[src/rtl/core/hsm_pkg.sv]
// ----------------------------------------------------------------------------
// hsm_pkg
// Shared types and codes for the hash set membership unit.
// ----------------------------------------------------------------------------
package hsm_pkg;

    typedef logic [1:0] cmd_t;

    localparam cmd_t CMD_INSERT = 2'd0;
    localparam cmd_t CMD_ERASE  = 2'd1;
    localparam cmd_t CMD_FIND   = 2'd2;

    typedef enum logic [1:0] {
        ST_CLEAR,
        ST_IDLE,
        ST_SCAN,
        ST_HOLD
    } state_t;

endpackage

[src/rtl/core/hsm_way_cmp.sv]
// ----------------------------------------------------------------------------
// hsm_way_cmp
// Shared way compare: one stored key against the looked-up key, gated by
// the way's valid mark.
// ----------------------------------------------------------------------------
module hsm_way_cmp
    import hsm_pkg::*;
#(
    parameter int KEY_BITS = 31,
    parameter int WAYS     = 8
)
(
    input  logic [WAYS-1:0]                        vrow,
    input  logic [((WAYS > 1) ? $clog2(WAYS) : 1)-1:0] way,
    input  logic [KEY_BITS-1:0]                    stored_key,
    input  logic [KEY_BITS-1:0]                    key,
    output logic                                   match
);

    assign match = vrow[way] && (stored_key == key);

endmodule

[config.mk]
export PLATFORM = sky130hd
export DESIGN_NAME = hsm_way_cmp
export DESIGN_NICKNAME = d
export VERILOG_FILES = /design/src/rtl/core/hsm_pkg.sv /design/src/rtl/core/hsm_way_cmp.sv
export SDC_FILE = /design/constraint.sdc
export NUM_CORES = 1
export LEC_CHECK = 0
export BUFFER_PORTS_ARGS = -buffer_cell sky130_fd_sc_hd__buf_2
export CAP_MARGIN = 25
export CORE_MARGIN = 4
export CORE_UTILIZATION = 30
export DETAILED_ROUTE_END_ITERATION = 6
export GPL_ROUTABILITY_DRIVEN = 0
export PLACE_DENSITY = 0.9
export SETUP_SLACK_MARGIN = 0.02
export SLEW_MARGIN = 20
export SYNTH_ARGS = -nofsm -noshare
export SYNTH_HDL_FRONTEND = slang
export SYNTH_SLANG_ARGS = --single-unit
[constraint.sdc]
create_clock -name vclk -period 2.1
set_input_delay 0.42 -clock vclk [all_inputs]
set_output_delay 0.42 -clock vclk [all_outputs]
set_load 0.03 [all_outputs]
### Word-level counts from Yosys, hierarchy flattened

Index checks and enable logic that the tools add are counted.

| word-level totals | value |
|---|---|
| register bits | 0 |
| bits in latches | 0 |
| bits in writable memories | 0 |
| memory bits (read-only) | 0 |
| input port bits | 73 |
| output and inout port bits | 1 |
| memories kept | 0 |

| operators by class | value |
|---|---|
| add/subtract/negate cells | 0 |
| $mul | 0 |
| divide/modulo/power cells | 0 |
| magnitude comparators | 1 |
| equality and inequality tests | 1 |
| shifts and indexed selects | 0 |
| mux-type cells | 2 |
| bitwise operators | 0 |
| reductions and logical operators | 1 |

Operator list:

| cell | number |
|---|---|
| $eq 31x31->1 | 1 |
| $lt 3x4->1 const B | 1 |
| $bmux 1 s3 | 1 |
| $logic_and 1x1->1 | 1 |
| $mux 1 | 1 |

### Logic depth before layout (Yosys ltp)

| depth | value |
|---|---|
| depth in word-level cells | 3 |
| mapped depth | 4 |
| depth with buffers taken out | 4 |

### Worst setup path before layout

No wires, ideal clock.

| path | value |
|---|---|
| kind | in2out |
| start point | input key[18] |
| end point | output match |
| arrival | 1645 ps |
| required time | 1680 ps |
| slack | 35 ps |
| stages on the path | 4 |
| path buffers | 0 |
| path through | xor2_1 nor4_2 nand4_1 nor3_1 |

| between the ends | value |
|---|---|
| cells in the longest elaborated chain, start to end | 2 |

RTL lines:

| what | RTL line | text |
|---|---|---|
| from (decl) | hsm_way_cmp.sv:16 | `input logic [KEY_BITS-1:0] key,` |
| $eq 31x31->1 | hsm_way_cmp.sv:20 | `assign match = vrow[way] && (stored_key == key);` |
| $logic_and 1x1->1 | hsm_way_cmp.sv:20 |  |
| to (decl) | hsm_way_cmp.sv:17 | `output logic match` |

No other way between the ends.

### Worst setup path in the final report

| path | value |
|---|---|
| start point | input key[17] |
| end point | output match |

The elaborated chain is that of the path after synthesis.

==> metrics.txt <==
metal3 WL 177 um; mean area per synthesized cell 9.15 um^2; worst path arrival time 1.53 ns; uppermost layer routed met4; Max Freq approximately 0.5 GHz; GRT Overall Usage 13.4%; antenna viol nets, final 0; Port Buffers 74; worst-path cell with the longest stage delay nor4_1; worst path buffer plus inverter count 2; crit path launch key[17]; DRC viols 0; antenna violations before repair 0; Die Span X roughly 45 um; final hold viol count 0; WHS 1.31 ns; Seq Cell Count 0; postcts setup bufs 0; Worst Hold Launch way[2]; DR pass1 iterations 1; DR vias 612; Detailed Place HPWL approximately 1.5 mm; synth unique cells 7; Synth Net Count 118; core footprint 1300 um^2; largest area contributor in the netlist xor2_1; P per Cell Area between 150 and 200 nW/um^2; PostCTS Resize Cnt 0; CP Data Required Time 1.68 ns; top-area cell type share of the netlist area 66.0%; CP startpoint kind input port; Largest stage delay, worst path 0.31 ns; Setup Crit Path Kind input port to output port; vias in the first global route 582; final setup violation count 0; DR iter-0 viols 0; most common cell after layout, fill and taps aside buf_2; Total Power 138 uW; Die Ht 45.0 um; full die area a little over 2000 um^2; Worst setup EP type output port; Tcrit/Tclk final 93.0%; commonest non-fill, non-tap cells in the layout buf_2 (74), xor2_1 (31), nor4_1 (4); row count 13; Tmin final approximately 2.0 ns; M1 wire length 380 um; final WL around 1.6 mm; area of the multi-input gates 412 um^2; crit path cell chain buf_2 -> xor2_1 -> nor4_1 -> nand4_1 -> nor3_1 -> buf_2; Congestion Overflow GR 0; DR WL/cell 11.9 um; boundary pin count 74; HP Class input port to output port; first-pass GRT wire length about 2.1 mm; largest net degree at the start of global routing 3; Post-Synthesis Cell Area between 400 and 500 um^2; sequential area share after synthesis 0%; Nets 194; setup TNS 0 ns; most used cell, CP buf_2; clock buffers 0; Pleak 0.450 nW; RSZ-0062 raised after global routing no; Top Family by Delay on Critical Path simple AND/OR/NAND/NOR gates; cts hold-fix bufs 0; synth warn 0; layout cells sized above 1 66.4%; worst-path fanout max 1; vias per inst 4.57; fin. max-slew vios 0; fillers 138; Max-Cap Viols 0; outcome complete, no violations; top cells by area, synth xor2_1 (66%), mux4_2 (11%), nor4_2 (9.1%), nor4_1 (6.1%), nand4_1 (3.0%); met2 wire len 1.03 mm; Slew Limit Headroom between 80% and 90%; Initial Util 31.6%; Area Overhead vs Synth 94.5%; Worst-Margin Slew about 0.28 ns; Peak VDD IR 0.0917 mV; post-synthesis instance total 45; Reg area 0 um^2; diode count 0
final cells by class:
| type | count | area share (%) |
|---|---|---|
| repair buffers | 74 | 46.2 |
| multi-input cells | 45 | 51.4 |
| well taps | 15 | 2.34 |
Yosys cell counts (all sizes together):
| cell | number |
|---|---|
| xor2 | 31 |
| nor4 | 7 |
| mux4 | 2 |
| nand4 | 2 |
| nor3 | 2 |
| mux2i | 1 |
stage by stage:
step           cells  setup slack (ns)  area, um^2  utilization (%)
4_1_cts          134            0.0999         801             61.5
3_5_place_dp     134             0.105         801             61.5
3_3_place_gp     134            0.0988         801             61.5
6_report         134             0.147         801             61.5
5_1_grt          134            0.0270         801             61.5
2_1_floorplan     45            0.0352         412                -
per-layer routing:
metal / vias up / track usage [%]
met2: 30 / 31.1
met3: 2 / 2.39
met5: - / 0
met4: 0 / 2.34
li1: 310 / -
met1: 270 / 10.8
worst paths after layout:
check / cells past startpoint / slack, ns / end
min: 4 / 1.31 / match
max: 6 / 0.15 / match
kinds of logic after synthesis:
family	Yosys count	synth area share, %
and+or+nand+nor	11	20.7
xor gates and xnor gates	31	66.0
muxes	3	13.4
worst min-delay path: stages:
cell     delay, ns
buf_2         0.10
mux2i_1       0.14
nor3_1        0.05
buf_2         0.17
report_power, final:
part | switching, mW | internal (mW) | total (mW)
clock network | 0 | 0 | 0
logic | 0.0549 | 0.0835 | 0.138
registers | 0 | 0 | 0
total | 0.0549 | 0.0835 | 0.138
(Power assumes the default switching activity.)
