**src/rtl/core/hsm_pkg.sv**
```systemverilog
// ----------------------------------------------------------------------------
// hsm_pkg
// Shared types and codes for the hash set membership unit.
// ----------------------------------------------------------------------------
package hsm_pkg;

    typedef logic [1:0] cmd_t;

    localparam cmd_t CMD_INSERT = 2'd0;
    localparam cmd_t CMD_ERASE  = 2'd1;
    localparam cmd_t CMD_FIND   = 2'd2;

    typedef enum logic [1:0] {
        ST_CLEAR,
        ST_IDLE,
        ST_SCAN,
        ST_HOLD
    } state_t;

endpackage

```
**src/rtl/core/hsm_ram.sv**
```systemverilog
// ----------------------------------------------------------------------------
// hsm_ram
// Generic single-write, single-read RAM with registered read data.
// ----------------------------------------------------------------------------
module hsm_ram
    import hsm_pkg::*;
#(
    parameter int WIDTH = 8,
    parameter int DEPTH = 256
)
(
    input  logic                     clk,
    input  logic                     we,
    input  logic [$clog2(DEPTH)-1:0] waddr,
    input  logic [WIDTH-1:0]         wdata,
    input  logic [$clog2(DEPTH)-1:0] raddr,
    output logic [WIDTH-1:0]         rdata
);

    logic [WIDTH-1:0] mem [DEPTH];

    always_ff @(posedge clk)
    begin
        if (we)
        begin
            mem[waddr] <= wdata;
        end
        rdata <= mem[raddr];
    end

endmodule

```
**config.mk**
```make
export PLATFORM = sky130hd
export DESIGN_NAME = hsm_ram
export DESIGN_NICKNAME = d
export VERILOG_FILES = /design/src/rtl/core/hsm_pkg.sv /design/src/rtl/core/hsm_ram.sv
export SDC_FILE = /design/constraint.sdc
export NUM_CORES = 2
export LEC_CHECK = 0
export BUFFER_PORTS_ARGS = -buffer_cell sky130_fd_sc_hd__clkbuf_2
export CORE_MARGIN = 2
export CORE_UTILIZATION = 53
export DETAILED_ROUTE_END_ITERATION = 6
export GPL_TIMING_DRIVEN = 0
export PLACE_DENSITY = 0.68
export SETUP_SLACK_MARGIN = 0.3
export SYNTH_ARGS = -nofsm -noshare
export SYNTH_HDL_FRONTEND = slang
export SYNTH_SLANG_ARGS = --single-unit
```
**constraint.sdc**
```tcl
create_clock -name clk -period 2.56 [get_ports clk]
set_input_delay 0 -clock clk [delete_from_list [all_inputs] [get_ports clk]]
set_output_delay 0 -clock clk [all_outputs]
set_load 0.05 [all_outputs]
```
After elaboration in Yosys (flattened, before gate mapping). Memories as Yosys holds them, arrays and structs flattened. A register that Yosys moved wholly into a read port is not among the register bits. Index checks and enable logic that the tools add are counted.

Flip-flop bits (word level): 0. Bits in latches: 0. Bits in read-only memories: 0. Bits in writable memories: 2048. Input port bits: 26. Memories: 1. Word-level logic and storage cells: 3. Output and inout port bits: 8.

Memory list: mem (depth 256, bits a word 8, read ports 1, clocked after Yosys merged registers in 1, write ports 1, RTL line hsm_ram.sv:20) `logic [WIDTH-1:0] mem [DEPTH];`.

Multiply operators: 0. Shift-type cells: 0. Divide/modulo/power cells: 0. $add $sub $neg: 0. $lt $le $gt $ge: 0. Muxes and demuxes: 2. Reduce and logical (&&, ||, !) cells: 0. Equality and inequality tests: 0. Bitwise logic cells: 0.

Operators by type and width (count): 2-to-1 mux 1 bit (2).

Longest topological paths before layout.
Word-level depth: 2. Mapped depth: 11. Mapped depth without buffers: 6.

Least setup slack after synthesis. OpenSTA, ideal clock, no wires.

Kind: input to register. Start: in raddr[0]. End: reg rdata[2], read port of mem. Setup slack: 0.622 ns. Library setup time: 0.131 ns. Cell stages on the path: 9. Data required time: 2.429 ns. Arrival time: 1.807 ns. Buffers on the path: 4. Cells stage by stage: buf_6 buf_12 buf_8 buf_2 mux4_2 a22oi_1 a21oi_1 nor4_1 nor4_2.

RTL lines: start: declaration (RTL line hsm_ram.sv:16) `input logic [$clog2(DEPTH)-1:0] raddr,`; end: declaration (RTL line hsm_ram.sv:17) `output logic [WIDTH-1:0] rdata`.

==> impl_metrics.ini <==
[status]
status = finished, violations left
violations = hold timing, setup timing

[yosys]
syn-instance-count = 3733
synth-compound-area-share_pct = 3.42
seq_area_frac_synth_pct = 77.5
synth_top_family_by_area = multiplexers
synthAdderAreaFrac_pct = 0
synth_flop_cell = edfxtp_1
synth_nets = 3759
synth_edf_count = 2048
synth.area.mux_share_pct = 14.6
netlist_area_sq_um = 79600
avgSynthCellArea_sq_um = 21.3
ys_ff_latch = 2056
synthDistinctLibCells = 55
synthArstFlopShare_pct = 0
synthXorXnorAreaFrac_pct = 0
synthSimpleGateAreaFrac_pct = 2.63
yosysWarnings = 0

[global_route]
grt_max_degree = 155
grt_pass1_wl_mm = 321
gr-total-overflow = 0
grt.met3_usage_pct = 8.81
grtUsageMet1_pct = 43.3
grtUsageMet2_pct = 45.4
first_global_vias = 40200
track_usage_pct = 31.0
antenna_found_initial = 15
busiest_layer = met2

[clock_network]
htree_levels = 4
cts_made_buffers = 199
clockBufferDepth = 3
cts_sinks = 2056
cts_tree = yes
clock_latency_ns = 0.85
cts_root_buf = clkbuf_16
clk_pin_slew_ns = 0.06

[timing]
final.setup.worst_slack_ns = -0.0706
fin_crit_ns = 2.63
fmax_mhz = 380
maxSlewHeadroom_pct = 15.4
drv_slew = 0
setup_viol = 3
fin_worst_skew_ns = 0.0401
tns_ns = -0.0825
finalCritPeriodShare_pct = 103
rsz0062_at_grt = true
finalHoldViolCount = 24
worst_slew_pin_slew_ns = 1.26
hold_slack_ns = -0.0420

[routing]
dr_total_vias = 41800
drcViolationCount = 0
wirelength_mm = 235
dr.pass1.iters = 7
drt-wirelength-per-cell_microns = 37.9
drtAntennaViolNets = 0
vias_per_cell = 6.75
first_iter_violations = 6699

[min_path]
min_path_type = in2reg
min_path_cells = 3

[setup_path]
r2r_end = rdata[5]
crit_path_end = rdata[3]
end_kind = flop
critPathLaunch = raddr[5]
critPathRequiredTime_ns = 3.26
ff2ff_path_depth = 6
path_class = in2reg
startpoint_type = input port
crit_path_max_fanout = 10
critPathArrivalTime_ns = 3.33
rr_startpoint = mem[210][5]
reg2reg_slack_ns = 0.02

[pwr]
power_mw = 70.4
p_leak_nw = 28.0
ir_drop_uv = 664
p_per_area_nw_per_um2 = 774

[cells_and_area]
fin_cells = 6197
layout-drive-gt1-share_pct = 29.1
nets = 4031
fin_util_pct = 60.8
syn_to_final_growth_pct = 14.3

[placed_design]
pre_cts_ws_ns = -2.24
gp_congestion = 0.967
portBuffers = 26
dp.cells = 5795
dpl.hpwl_mm = 156

[floorplan]
core_sq_um = 149000
start_util_pct = 53.2
fp.dieArea_sq_um = 153000
top_level_ports = 34
rows = 142
die_w_microns = 391
dieHeight_microns = 391

[run]
cap_violations = 0
==> worst min-delay path by stage <==
stage	from	end	slack, ns
after detailed placement	rdata[4]	rdata[4]	0.50
after global routing	waddr[4]	mem[189][4]	-0.05
after CTS	waddr[4]	mem[99][0]	0.0009
final	waddr[4]	mem[178][5]	-0.04
after floorplan	wdata[0]	mem[0][0]	0.1
after global placement	rdata[4]	rdata[4]	0.50
==> cell families after synthesis <==
group / count (synthesis)
AO/OA/AOI/OAI: 385
buffers and inverters: 235
flip-flops: 2056
multiplexers: 591
AND/OR/NAND/NOR: 466
==> Yosys cell counts (27+ instances only) <==
| library cell | n | area (sq um) |
|---|---|---|
| nor2b_1 | 31 | 194 |
| clkbuf_1 | 111 | 417 |
| buf_2 | 31 | 155 |
| a22oi_1 | 133 | 998 |
| nand2_1 | 33 | 124 |
| nor2_1 | 282 | 1060 |
| buf_4 | 27 | 203 |
| edfxtp_1 | 2048 | 61500 |
| mux2i_1 | 134 | 1340 |
| o221ai_1 | 46 | 403 |
| a21oi_1 | 96 | 480 |
| nand3_1 | 34 | 170 |
| o22ai_1 | 28 | 175 |
| mux4_2 | 454 | 10200 |
==> cells in the final DEF (no fill, tap or decap), types with 8 or more instances in the layout <==
cell type / netlist / routed
clkbuf_16: 0 / 202
dfxtp_1: 8 / 8
edfxtp_1: 2048 / 2048
nor4_2: 3 / 9
nand2_1: 33 / 33
nand3_1: 34 / 32
buf_2: 31 / 34
clkbuf_1: 111 / 88
bufinv_16: 0 / 16
nor2_4: 0 / 41
nor2_2: 0 / 98
buf_8: 13 / 15
o211ai_1: 10 / 10
clkinv_2: 0 / 42
a211oi_1: 16 / 12
nor2_1: 282 / 143
a21oi_1: 96 / 87
dlygate4sd3_1: 0 / 13
mux4_2: 454 / 455
clkbuf_4: 0 / 17
nand4_1: 10 / 10
clkbuf_2: 0 / 71
clkinv_1: 1 / 40
buf_12: 8 / 8
buf_4: 27 / 53
buf_16: 0 / 15
nor4_4: 0 / 17
nand2b_1: 8 / 8
nor2b_1: 31 / 26
o22ai_1: 28 / 28
buf_6: 21 / 19
nor3_4: 0 / 10
a21oi_2: 0 / 9
clkbuf_8: 0 / 12
o21ai_0: 10 / 10
nor3_1: 22 / 8
o221ai_1: 46 / 41
mux2i_1: 134 / 134
a22oi_1: 133 / 131
==> sequential cells by signal, indices dropped and copies added (netlist names) <==
name and count:
mem 2048, rdata 8
==> stage by stage <==
step	hold WS (ns)	instance area, sq um
floorplan	0.0989	79600
global placement	0.501	82200
detailed placement	0.499	82800
CTS	0.000861	90300
global route	-0.0532	90900
finish	-0.0420	90900
==> metal layers <==
| layer | vias to the layer above | routed length, microns |
|---|---|---|
| met5 | - | 199 |
| met2 | 3081 | 106000 |
| li1 | 16300 | - |
| met4 | 10 | 12100 |
| met3 | 509 | 30800 |
| met1 | 21900 | 85800 |
==> report_power, final <==
part	total [mW]	switching [mW]	internal, mW	leakage, nW
Clock	28.9	12.7	16.3	3.12
Combinational	4.35	3.01	1.35	6.37
Sequential	37.1	0.0243	37.1	18.5
==> cell type report <==
class                      count  area [sq um]
clock buffer                 255          5290
buffer                       233          1670
fill                       10300         58500
inverter                       2          8.76
timing repair buffer          71           868
multi-input combinational   1442         17800
clock inverter               115          1080
antenna                        7          17.5
tap                         2016          2520
sequential                  2056         61700
==> worst max-delay path, stage by stage <==
cell and delay, ns:
clkbuf_2 0.47, buf_2 0.61, nand2b_1 0.35, clkdlybuf4s15_1 0.82, o221ai_2 0.27, a211oi_4 0.61
nor4_4 0.12
==> timing repair <==
action	in CTS	in global routing
pin swaps	10	22
setup buffers	10	2
hold buffers	12	1
endpoints found under the hold margin	775	16
endpoints found under the setup margin	1148	1102
resized for setup	259	183
No activity file was read; power rests on OpenSTA's default activity.
